`src/hdl/ackrt_pkg.sv`:
```
// ============================================================================
// ackrt_pkg
// shared types and codes for the acknowledgement and retransmit tracker
// ============================================================================
package ackrt_pkg;

    localparam logic [2:0] REQ_SEND      = 3'd0;
    localparam logic [2:0] REQ_FRAME_OK  = 3'd1;
    localparam logic [2:0] REQ_FRAME_ERR = 3'd2;
    localparam logic [2:0] REQ_RECEIVE   = 3'd3;
    localparam logic [2:0] REQ_TICK      = 3'd4;
    localparam logic [2:0] REQ_REFRAME   = 3'd5;

    localparam logic [2:0] KIND_DELIVER  = 3'd0;
    localparam logic [2:0] KIND_SEND_ACK = 3'd1;
    localparam logic [2:0] KIND_DONE     = 3'd2;
    localparam logic [2:0] KIND_FAILED   = 3'd3;
    localparam logic [2:0] KIND_RESEND   = 3'd4;
    localparam logic [2:0] KIND_ACCEPT   = 3'd5;
    localparam logic [2:0] KIND_REJECT   = 3'd6;

    localparam logic [1:0] ST_NONE     = 2'd0;
    localparam logic [1:0] ST_TOO_LONG = 2'd0;
    localparam logic [1:0] ST_BAD_PORT = 2'd1;
    localparam logic [1:0] ST_FULL     = 2'd2;

    localparam logic [2:0] REG_RETRY_DELAY = 3'd0;
    localparam logic [2:0] REG_MAX_RETRIES = 3'd1;
    localparam logic [2:0] REG_MARGIN      = 3'd2;
    localparam logic [2:0] REG_MAX_DATA    = 3'd3;
    localparam logic [2:0] REG_HEADER      = 3'd4;

    localparam logic [4:0] RETRY_SAT = 5'd31;
    localparam logic [31:0] TICK_MAX = 32'hFFFF_FFFF;

    typedef struct packed {
        logic [7:0]  segment;
        logic [15:0] frame;
        logic [15:0] peer;
        logic        ack_req;
        logic [5:0]  port;
        logic [4:0]  retries;
        logic [31:0] deadline;
    } t_entry;

    typedef struct packed {
        logic [2:0]  kind;
        logic [1:0]  status;
        logic [2:0]  slot;
        logic [5:0]  port;
        logic [7:0]  segment;
        logic [15:0] peer;
        logic        ack;
    } t_result;

    typedef enum logic [3:0] {
        S_IDLE, S_EXEC, S_SCAN, S_LAST, S_FETCH, S_ACT, S_ARM, S_WR5, S_EMIT0, S_EMIT1
    } t_state;

endpackage

```
`src/hdl/ack_retransmit_tracker.sv`:
```
// ============================================================================
// ack_retransmit_tracker
// outstanding segment table with backoff timers and duplicate filtering
// ============================================================================
// One request is taken when start is high and busy is low; busy stays high
// until its results are out. Sends and receives that need no acknowledgement
// match emit their results straight after the request is decoded, and resend
// frame updates write the slot after decoding. Frame reports, acknowledgement
// matches and ticks scan the slot table through its single read port, one slot
// a cycle, then fetch the chosen slot and act on it, re-arming a timer in a
// further step. Results appear for one cycle each under o_res_valid, at most
// two per request, and cannot be held off.
module ack_retransmit_tracker #(
    parameter int TX_SLOTS   = 8,
    parameter int SEEN_DEPTH = 16,
    parameter int MAX_PORT   = 63
) (
    input  logic        i_clk,
    input  logic        i_rst_n,
    input  logic        start,
    output logic        busy,
    input  logic [2:0]  i_req_type,
    input  logic [7:0]  i_segment_id,
    input  logic [15:0] i_frame_id,
    input  logic [15:0] i_peer_address,
    input  logic [5:0]  i_port,
    input  logic        i_ack_requested,
    input  logic        i_ack_response,
    input  logic [7:0]  i_length,
    input  logic [2:0]  i_slot_index,
    output logic        o_res_valid,
    output logic [2:0]  o_kind,
    output logic [1:0]  o_status,
    output logic [2:0]  o_slot_index_out,
    output logic [5:0]  o_port_out,
    output logic [7:0]  o_segment_id_out,
    output logic [15:0] o_peer_address_out,
    output logic        o_ack_flag_out,
    output logic        o_last,
    input  logic        psel,
    input  logic        penable,
    input  logic        pwrite,
    input  logic [4:0]  paddr,
    input  logic [31:0] pwdata,
    output logic [31:0] prdata,
    output logic        pready
);
    import ackrt_pkg::*;

    localparam int IW = (TX_SLOTS > 1) ? $clog2(TX_SLOTS) : 1;
    localparam int CW = $clog2(TX_SLOTS + 1);
    localparam int SW = (SEEN_DEPTH > 1) ? $clog2(SEEN_DEPTH) : 1;

    t_state r_state, n_state;

    logic [15:0] r_retry_delay;
    logic [3:0]  r_max_retries;
    logic [7:0]  r_margin;
    logic [7:0]  r_max_data;
    logic [3:0]  r_header;

    logic [2:0]  r_req;
    logic [7:0]  r_seg;
    logic [15:0] r_frame;
    logic [15:0] r_peer;
    logic [5:0]  r_port;
    logic        r_ackreq;
    logic        r_ackresp;
    logic [7:0]  r_len;
    logic [2:0]  r_sidx;

    logic          r_valid [TX_SLOTS];
    logic [IW-1:0] r_age   [TX_SLOTS];
    logic          r_wait  [TX_SLOTS];
    logic [8:0]    r_seen  [SEEN_DEPTH];
    logic [SW-1:0] r_seen_ptr;
    logic [31:0]   r_now;

    logic [IW-1:0] r_scan_idx;
    logic          r_chk;
    logic [IW-1:0] r_chk_idx;
    logic          r_found;
    logic [IW-1:0] r_best;
    logic [47:0]   r_sum;

    t_result     r_res0, r_res1;
    logic [1:0]  r_nres;

    logic          mem_we;
    logic [IW-1:0] mem_waddr;
    t_entry        mem_wdata;
    logic [IW-1:0] mem_raddr;
    t_entry        rd;

    ackrt_slot_mem #(.DEPTH(TX_SLOTS), .AW(IW)) u_mem (
        .i_clk   (i_clk),
        .i_we    (mem_we),
        .i_waddr (mem_waddr),
        .i_wdata (mem_wdata),
        .i_raddr (mem_raddr),
        .o_rdata (rd)
    );

    // free slot and occupancy
    logic          free_ok;
    logic [IW-1:0] free_idx;
    logic [CW-1:0] count;
    always_comb begin
        free_ok  = 1'b0;
        free_idx = '0;
        count    = '0;
        for (int i = TX_SLOTS - 1; i >= 0; i--) begin
            if (!r_valid[i]) begin
                free_ok  = 1'b1;
                free_idx = IW'(i);
            end
            count = count + CW'(r_valid[i]);
        end
    end

    logic dup;
    always_comb begin
        dup = 1'b0;
        for (int i = 0; i < SEEN_DEPTH; i++) begin
            if (r_seen[i] == {1'b1, r_seg}) dup = 1'b1;
        end
    end

    logic sidx_ok;
    logic [IW-1:0] sidx_w;
    assign sidx_ok = (32'(r_sidx) < TX_SLOTS) && r_valid[IW'(r_sidx)];
    assign sidx_w  = IW'(r_sidx);

    logic len_long, port_bad, len_short;
    assign len_long  = r_len > r_max_data;
    assign port_bad  = 32'(r_port) > MAX_PORT;
    assign len_short = r_len < {4'd0, r_header};

    // scan compare on read data
    logic hit, better;
    always_comb begin
        case (r_req)
            REQ_FRAME_OK, REQ_FRAME_ERR: hit = rd.frame == r_frame;
            REQ_RECEIVE:                 hit = rd.segment == r_seg;
            REQ_TICK:                    hit = r_wait[r_chk_idx] && (r_now >= rd.deadline);
            default:                     hit = 1'b0;
        endcase
        hit    = hit && r_valid[r_chk_idx] && r_chk;
        better = !r_found || (r_age[r_chk_idx] < r_age[r_best]);
    end

    logic [47:0] t_arm;
    logic [31:0] deadline;
    always_comb begin
        t_arm = (r_sum >= {40'd0, r_margin}) ? r_sum - {40'd0, r_margin} : 48'd0;
        deadline = (t_arm > {16'd0, TICK_MAX}) ? TICK_MAX : t_arm[31:0];
    end

    // decisions in the act state
    logic act_remove, act_arm;
    t_result act_res;
    always_comb begin
        act_remove = 1'b0;
        act_arm    = 1'b0;
        act_res    = '0;
        act_res.port = rd.port;
        case (r_req)
            REQ_FRAME_OK, REQ_FRAME_ERR: begin
                if (!rd.ack_req) begin
                    act_remove   = 1'b1;
                    act_res.kind = (r_req == REQ_FRAME_OK) ? KIND_DONE : KIND_FAILED;
                end else if (r_req == REQ_FRAME_ERR && rd.retries >= {1'b0, r_max_retries}) begin
                    act_remove   = 1'b1;
                    act_res.kind = KIND_FAILED;
                end else begin
                    act_arm = 1'b1;
                end
            end
            REQ_RECEIVE: begin
                act_remove   = 1'b1;
                act_res.kind = KIND_DONE;
            end
            REQ_TICK: begin
                if (rd.retries > {1'b0, r_max_retries}) begin
                    act_remove   = 1'b1;
                    act_res.kind = KIND_FAILED;
                end else begin
                    act_res.kind    = KIND_RESEND;
                    act_res.slot    = 3'(r_best);
                    act_res.segment = rd.segment;
                    act_res.peer    = rd.peer;
                    act_res.ack     = rd.ack_req;
                end
            end
            default: act_res = '0;
        endcase
    end

    // next state
    always_comb begin
        n_state = r_state;
        case (r_state)
            S_IDLE: if (start) n_state = S_EXEC;
            S_EXEC: begin
                case (r_req)
                    REQ_SEND:                    n_state = S_EMIT0;
                    REQ_FRAME_OK, REQ_FRAME_ERR,
                    REQ_TICK:                    n_state = S_SCAN;
                    REQ_RECEIVE: begin
                        if (len_short)         n_state = S_IDLE;
                        else if (r_ackresp)    n_state = S_SCAN;
                        else if (r_ackreq || !dup) n_state = S_EMIT0;
                        else                   n_state = S_IDLE;
                    end
                    REQ_REFRAME: n_state = sidx_ok ? S_WR5 : S_IDLE;
                    default:     n_state = S_IDLE;
                endcase
            end
            S_SCAN:  if (r_scan_idx == IW'(TX_SLOTS - 1)) n_state = S_LAST;
            S_LAST:  n_state = S_FETCH;
            S_FETCH: begin
                if (r_found)             n_state = S_ACT;
                else if (r_nres != 2'd0) n_state = S_EMIT0;
                else                     n_state = S_IDLE;
            end
            S_ACT:   n_state = act_arm ? S_ARM : S_EMIT0;
            S_ARM:   n_state = S_IDLE;
            S_WR5:   n_state = S_IDLE;
            S_EMIT0: n_state = (r_nres == 2'd2) ? S_EMIT1 : S_IDLE;
            S_EMIT1: n_state = S_IDLE;
            default: n_state = S_IDLE;
        endcase
    end

    // memory port control
    always_comb begin
        mem_we    = 1'b0;
        mem_waddr = r_best;
        mem_wdata = rd;
        mem_raddr = r_best;
        case (r_state)
            S_EXEC: begin
                mem_raddr = sidx_w;
                if (r_req == REQ_SEND) begin
                    mem_we    = !len_long && !port_bad && free_ok;
                    mem_waddr = free_idx;
                    mem_wdata = '{segment: r_seg, frame: r_frame, peer: r_peer,
                                  ack_req: r_ackreq, port: r_port,
                                  retries: 5'd0, deadline: 32'd0};
                end
            end
            S_SCAN: mem_raddr = r_scan_idx;
            S_ARM: begin
                mem_we             = 1'b1;
                mem_wdata.deadline = deadline;
                mem_wdata.retries  = (rd.retries == RETRY_SAT) ? RETRY_SAT : rd.retries + 5'd1;
            end
            S_WR5: begin
                mem_we          = 1'b1;
                mem_waddr       = sidx_w;
                mem_wdata.frame = r_frame;
            end
            default: mem_we = 1'b0;
        endcase
    end

    // outputs
    always_comb begin
        busy        = r_state != S_IDLE;
        o_res_valid = (r_state == S_EMIT0) || (r_state == S_EMIT1);
        o_last      = (r_state == S_EMIT1) || (r_state == S_EMIT0 && r_nres == 2'd1);
        o_kind             = (r_state == S_EMIT1) ? r_res1.kind    : r_res0.kind;
        o_status           = (r_state == S_EMIT1) ? r_res1.status  : r_res0.status;
        o_slot_index_out   = (r_state == S_EMIT1) ? r_res1.slot    : r_res0.slot;
        o_port_out         = (r_state == S_EMIT1) ? r_res1.port    : r_res0.port;
        o_segment_id_out   = (r_state == S_EMIT1) ? r_res1.segment : r_res0.segment;
        o_peer_address_out = (r_state == S_EMIT1) ? r_res1.peer    : r_res0.peer;
        o_ack_flag_out     = (r_state == S_EMIT1) ? r_res1.ack     : r_res0.ack;
        pready = 1'b1;
        case (paddr[4:2])
            REG_RETRY_DELAY: prdata = {16'd0, r_retry_delay};
            REG_MAX_RETRIES: prdata = {28'd0, r_max_retries};
            REG_MARGIN:      prdata = {24'd0, r_margin};
            REG_MAX_DATA:    prdata = {24'd0, r_max_data};
            REG_HEADER:      prdata = {28'd0, r_header};
            default:         prdata = 32'd0;
        endcase
    end

    // input capture and scan payload
    always_ff @(posedge i_clk) begin
        if (r_state == S_IDLE && start) begin
            r_req     <= i_req_type;
            r_seg     <= i_segment_id;
            r_frame   <= i_frame_id;
            r_peer    <= i_peer_address;
            r_port    <= i_port;
            r_ackreq  <= i_ack_requested;
            r_ackresp <= i_ack_response;
            r_len     <= i_length;
            r_sidx    <= i_slot_index;
        end
        r_chk_idx <= r_scan_idx;
        if (r_state == S_ACT) begin
            r_sum <= {16'd0, r_now} + ({32'd0, r_retry_delay} << rd.retries);
        end
    end

    always_ff @(posedge i_clk) begin
        if (!i_rst_n) begin
            r_state       <= S_IDLE;
            r_retry_delay <= 16'd1000;
            r_max_retries <= 4'd3;
            r_margin      <= 8'd5;
            r_max_data    <= 8'd200;
            r_header      <= 4'd4;
            for (int i = 0; i < TX_SLOTS; i++) begin
                r_valid[i] <= 1'b0;
                r_age[i]   <= '0;
                r_wait[i]  <= 1'b0;
            end
            for (int i = 0; i < SEEN_DEPTH; i++) r_seen[i] <= 9'd0;
            r_seen_ptr <= '0;
            r_now      <= 32'd0;
            r_scan_idx <= '0;
            r_chk      <= 1'b0;
            r_found    <= 1'b0;
            r_best     <= '0;
            r_nres     <= 2'd0;
            r_res0     <= '0;
            r_res1     <= '0;
        end else begin
            r_state <= n_state;
            if (psel && penable && pwrite) begin
                case (paddr[4:2])
                    REG_RETRY_DELAY: r_retry_delay <= pwdata[15:0];
                    REG_MAX_RETRIES: r_max_retries <= pwdata[3:0];
                    REG_MARGIN:      r_margin      <= pwdata[7:0];
                    REG_MAX_DATA:    r_max_data    <= pwdata[7:0];
                    REG_HEADER:      r_header      <= pwdata[3:0];
                    default:         r_header      <= r_header;
                endcase
            end

            r_chk <= r_state == S_SCAN;
            if (hit && better) begin
                r_found <= 1'b1;
                r_best  <= r_chk_idx;
            end
            if (r_state == S_SCAN && r_scan_idx != IW'(TX_SLOTS - 1)) begin
                r_scan_idx <= r_scan_idx + IW'(1);
            end

            case (r_state)
                S_EXEC: begin
                    r_scan_idx <= '0;
                    r_found    <= 1'b0;
                    case (r_req)
                        REQ_SEND: begin
                            r_nres <= 2'd1;
                            if (len_long) begin
                                r_res0 <= '{kind: KIND_REJECT, status: ST_TOO_LONG, default: '0};
                            end else if (port_bad) begin
                                r_res0 <= '{kind: KIND_REJECT, status: ST_BAD_PORT, default: '0};
                            end else if (!free_ok) begin
                                r_res0 <= '{kind: KIND_REJECT, status: ST_FULL, default: '0};
                            end else begin
                                r_res0 <= '{kind: KIND_ACCEPT, status: ST_NONE,
                                            slot: 3'(free_idx), default: '0};
                                r_valid[free_idx] <= 1'b1;
                                r_age[free_idx]   <= IW'(count);
                                r_wait[free_idx]  <= 1'b0;
                            end
                        end
                        REQ_RECEIVE: begin
                            if (len_short) begin
                                r_nres <= 2'd0;
                            end else begin
                                if (r_ackreq) begin
                                    r_res0 <= '{kind: KIND_SEND_ACK, port: r_port,
                                                segment: r_seg, peer: r_peer, default: '0};
                                end else if (!r_ackresp && !dup) begin
                                    r_res0 <= '{kind: KIND_DELIVER, port: r_port,
                                                segment: r_seg, peer: r_peer, default: '0};
                                end
                                if (!r_ackresp && !dup) begin
                                    r_seen[r_seen_ptr] <= {1'b1, r_seg};
                                    r_seen_ptr <= (r_seen_ptr == SW'(SEEN_DEPTH - 1)) ?
                                                  '0 : r_seen_ptr + SW'(1);
                                    if (r_ackreq) begin
                                        r_res1 <= '{kind: KIND_DELIVER, port: r_port,
                                                    segment: r_seg, peer: r_peer, default: '0};
                                        r_nres <= 2'd2;
                                    end else begin
                                        r_nres <= 2'd1;
                                    end
                                end else begin
                                    r_nres <= {1'b0, r_ackreq};
                                end
                            end
                        end
                        REQ_TICK: begin
                            r_nres <= 2'd0;
                            if (r_now != TICK_MAX) r_now <= r_now + 32'd1;
                        end
                        default: r_nres <= 2'd0;
                    endcase
                end
                S_ACT: begin
                    if (act_remove) begin
                        r_valid[r_best] <= 1'b0;
                        r_wait[r_best]  <= 1'b0;
                        for (int i = 0; i < TX_SLOTS; i++) begin
                            if (r_valid[i] && r_age[i] > r_age[r_best]) begin
                                r_age[i] <= r_age[i] - IW'(1);
                            end
                        end
                    end else if (!act_arm) begin
                        r_wait[r_best] <= 1'b0;
                    end
                    if (!act_arm) begin
                        if (r_nres == 2'd0) r_res0 <= act_res;
                        else                r_res1 <= act_res;
                        r_nres <= r_nres + 2'd1;
                    end
                end
                S_ARM: r_wait[r_best] <= 1'b1;
                default: r_nres <= r_nres;
            endcase
        end
    end
endmodule

```
`src/hdl/ackrt_slot_mem.sv`:
```
// ============================================================================
// ackrt_slot_mem
// slot table storage, one write port and one registered read port
// ============================================================================
module ackrt_slot_mem #(
    parameter int DEPTH = 8,
    parameter int AW    = 3
) (
    input  logic                  i_clk,
    input  logic                  i_we,
    input  logic [AW-1:0]         i_waddr,
    input  ackrt_pkg::t_entry     i_wdata,
    input  logic [AW-1:0]         i_raddr,
    output ackrt_pkg::t_entry     o_rdata
);
    import ackrt_pkg::*;

    t_entry r_mem [DEPTH];
    t_entry r_rdata;

    always_ff @(posedge i_clk) begin
        if (i_we) begin
            r_mem[i_waddr] <= i_wdata;
        end
        r_rdata <= r_mem[i_raddr];
    end

    assign o_rdata = r_rdata;
endmodule

```
`config.mk`:
```
export PLATFORM = sky130hd
export DESIGN_NAME = ack_retransmit_tracker
export DESIGN_NICKNAME = d
export VERILOG_FILES = /design/src/hdl/ackrt_pkg.sv /design/src/hdl/ack_retransmit_tracker.sv /design/src/hdl/ackrt_slot_mem.sv
export SDC_FILE = /design/constraint.sdc
export NUM_CORES = 2
export LEC_CHECK = 0
export CORE_MARGIN = 2
export CORE_UTILIZATION = 35
export CTS_CLUSTER_DIAMETER = 100
export DETAILED_ROUTE_END_ITERATION = 7
export DONT_BUFFER_PORTS = 1
export PLACE_DENSITY = 0.58
export REMOVE_ABC_BUFFERS = 1
export SLEW_MARGIN = 20
export SYNTH_ARGS = -nofsm -noshare
export SYNTH_HDL_FRONTEND = slang
export SYNTH_HIERARCHICAL = 1
export SYNTH_SLANG_ARGS = --single-unit
```
`constraint.sdc`:
```
create_clock -name i_clk -period 16.85 [get_ports i_clk]
set_input_delay 5.055 -clock i_clk [delete_from_list [all_inputs] [get_ports i_clk]]
set_output_delay 5.055 -clock i_clk [all_outputs]
set_load 0.02 [all_outputs]
```
==> summary.md <==
| Metric | Value |
|---|---|
| Achievable frequency | 88.90 MHz |
| Largest net degree at the start of global routing | 175 |
| Insertion delay to the later sink of the worst-skew pair | 0.78 ns |
| WL/cell | 22.01 um |
| Commonest non-fill, non-tap cell in the layout | edfxtp_1 |
| # port buffers | 0 |
| Tmin final | 11.25 ns |
| Drt via density | 5.257 |
| Post_cts resized | 0 |
| Highest-count cells in the layout ignoring fill and taps | edfxtp_1, nand2_1, dfxtp_1 |
| Post-route clock period utilization | 66.76% |
| # clock sinks | 1224 |
| Worst path max stage delay | 0.46 ns |
| Clk buf depth | 3 |
| Sequential share of the synthesized area | 59.76% |
| DPL Wire Length | 87190 um |
| Core Region | 160600 um2 |
| Number of CTS-inserted buffers | 136 |
| P&R area growth vs syn | 11.81% |
| Maxcap violations | 0 |
| Hold Path Class | reg2reg |
| Critical path startpoint category | input pin |
| Total grt overflow | 0 |
| Worst EP required | 11.79 ns |
| Row count | 147 |
| Die height | 406.3 um |
| Asr flop ratio synth | 0% |
| Layout cells sized above 1 | 15.82% |
| Most common flop cell mapped by yosys | edfxtp_1 |
| Post-CTS setup buffers | 0 |
| Power Density | 116.6 nW/um2 |
| Least-Margin Pin Slew | 1.099 ns |
| CTS root buf | clkbuf_16 |
| GP Congestion | 0.9046 |
| Outcome | completed |
| Fin cells | 6430 |
| Antenna violations before repair | 3 |
| Pleak | 22.13 nW |
| Post-route ant nets | 0 |
| H-tree depth | 4 |
| Drt first pass iters | 6 |
| CTS tree | yes |
| # placed instances | 6176 |
| TNS Setup | 0 ns |
| Die ar. | 165100 um2 |
| Residual DRC count | 0 |
| Routed WL | 141500 um |
| Mapped Cells | 4181 |
| Syn_area_per_cell | 13.55 um2 |
| Worst-path cell chain | nor2_1 -> a22oi_1 -> o22ai_1 |
| Synth Warn # | 6 |
| Final hold viol count | 0 |
| Worst VDD drop | 110.1 uV |
| Unique masters post-synth | 91 |
| Total Routing Usage GR | 17.06% |
| Clk_skew | 0.05435 ns |
| Hold-fix buffers, CTS | 0 |
| I/O pin cnt | 180 |
| Type of the worst setup path | in2out |
| Mapped cell area | 56640 um2 |
| Post-synth EDFFs | 934 |
| Unrepaired setup endpoints after global routing | no |
| Max_slew headroom | 26.58% |
| Slew Limit Fails | 0 |
| Final Setup Violations | 0 |
| CP Capture Type | output pin |
| First-pass GRT wire length | 212400 um |
| Worst-case hold slack | 0.3942 ns |
| Initial Utilization | 35.28% |
| Yosys reg bits | 1224 |
| Crit path DAT | 6.19 ns |
| CP max FO | 16 |
| Clk pin slew, worst setup/hold paths | 0.06 ns |
| Final Net Count | 4403 |
| Via count | 33800 |
| Slowest CP cell | nor2_1 |
| Vias in the first global route | 33530 |
| Layout fillers | 14920 |
| Initial drt markers | 2877 |
| Overall die width | 406.3 um |
==> through the flow <==
step / worst slack, ns / total power (W) / instance area [um2] / util (%)
after CTS: 5.650 / 0.007474 / 63320 / 39.43
final: 5.602 / 0.007387 / 63330 / 39.44
after global placement: 5.688 / 0.004419 / 58680 / 36.55
after detailed placement: 5.650 / 0.004432 / 58700 / 36.56
after floorplan: 5.885 / 0.004235 / 55380 / -
after global routing: 5.497 / 0.007675 / 63330 / 39.44
==> registers in the layout (all words and copies together) (netlist names), 16 cells and up, named ones only <==
name           count
u_mem/r_mem      672
r_seen           144
r_res0            38
r_retry_delay     16
r_frame           16
r_res1            37
u_mem/o_rdata     84
r_peer            16
r_sum             48
r_now             32
r_age             24
==> routing by layer <==
metal / vias up / share of wire [%] / track usage [%]
met5: - / 0.0049 / 0
met4: 2 / 2.4 / 5.126
met3: 200 / 6.1 / 3.144
met2: 974 / 46 / 26.73
met1: 17020 / 46 / 24.02
li1: 15600 / - / -
==> kinds of logic after synthesis <==
group           synth area share [%]
other cells                  0.01326
buf+inv                        3.205
mux                            12.74
flops                          59.76
xor+xnor                       3.974
simple gates                   10.16
compound gates                 6.885
fa+ha+maj                      3.260
==> cell type report <==
class / instances / area (um2) / share of cell area (%)
antenna: 2 / 5.005 / 0.007902
clock buffer: 176 / 3645 / 5.755
clock inverter: 76 / 977.2 / 1.543
inverter: 132 / 499.2 / 0.7882
multi-input combinational: 2601 / 21210 / 33.49
sequential: 1224 / 33850 / 53.45
tap: 2160 / 2703 / 4.267
timing repair buffer: 59 / 442.9 / 0.6993
==> cells in the mapped netlist (40+ instances only) <==
cell | count | area, um2
o211ai_1 | 45 | 337.8
nor3_1 | 54 | 270.3
dfxtp_1 | 290 | 5806
a211oi_1 | 44 | 330.3
nand2_1 | 418 | 1569
edfxtp_1 | 934 | 28050
xnor2_1 | 98 | 858.3
mux4_2 | 194 | 4369
a21oi_1 | 107 | 535.5
nand3_1 | 81 | 405.4
xor2_1 | 159 | 1393
mux2i_1 | 109 | 1091
nor2_1 | 206 | 773.2
ha_1 | 138 | 1727
o21ai_0 | 80 | 400.4
a22oi_1 | 51 | 382.9
inv_1 | 131 | 491.7
and2_1 | 157 | 982.2
nand4_1 | 40 | 250.2
clkbuf_1 | 141 | 529.3
mux2_2 | 156 | 1757
a21o_1 | 47 | 352.8
==> final timing paths <==
check	startpoint	end	slack, ns	depth (start not counted)
min reg2reg	r_scan_idx[1]	r_chk_idx[1]	0.39	0
min	r_scan_idx[1]	r_chk_idx[1]	0.39	0
max reg2reg	u_mem/o_rdata[33]	r_sum[45]	11.41	16
max	paddr[3]	prdata[0]	5.60	3
==> worst max-delay path, delay by kind of cell <==
family             cells  cell delay, ns
and+or+nand+nor        1            0.46
AOI/OAI and AO/OA      2            0.67
==> where the power goes <==
part,internal [W],switching [W],total [W]
clock,0.00173,0.00129,0.00302
sequential,0.00344,0.0000837,0.00353
combinational,0.000320,0.000520,0.000840
total,0.00550,0.00189,0.00739
Note: power is estimated with default switching activity, not from simulation.
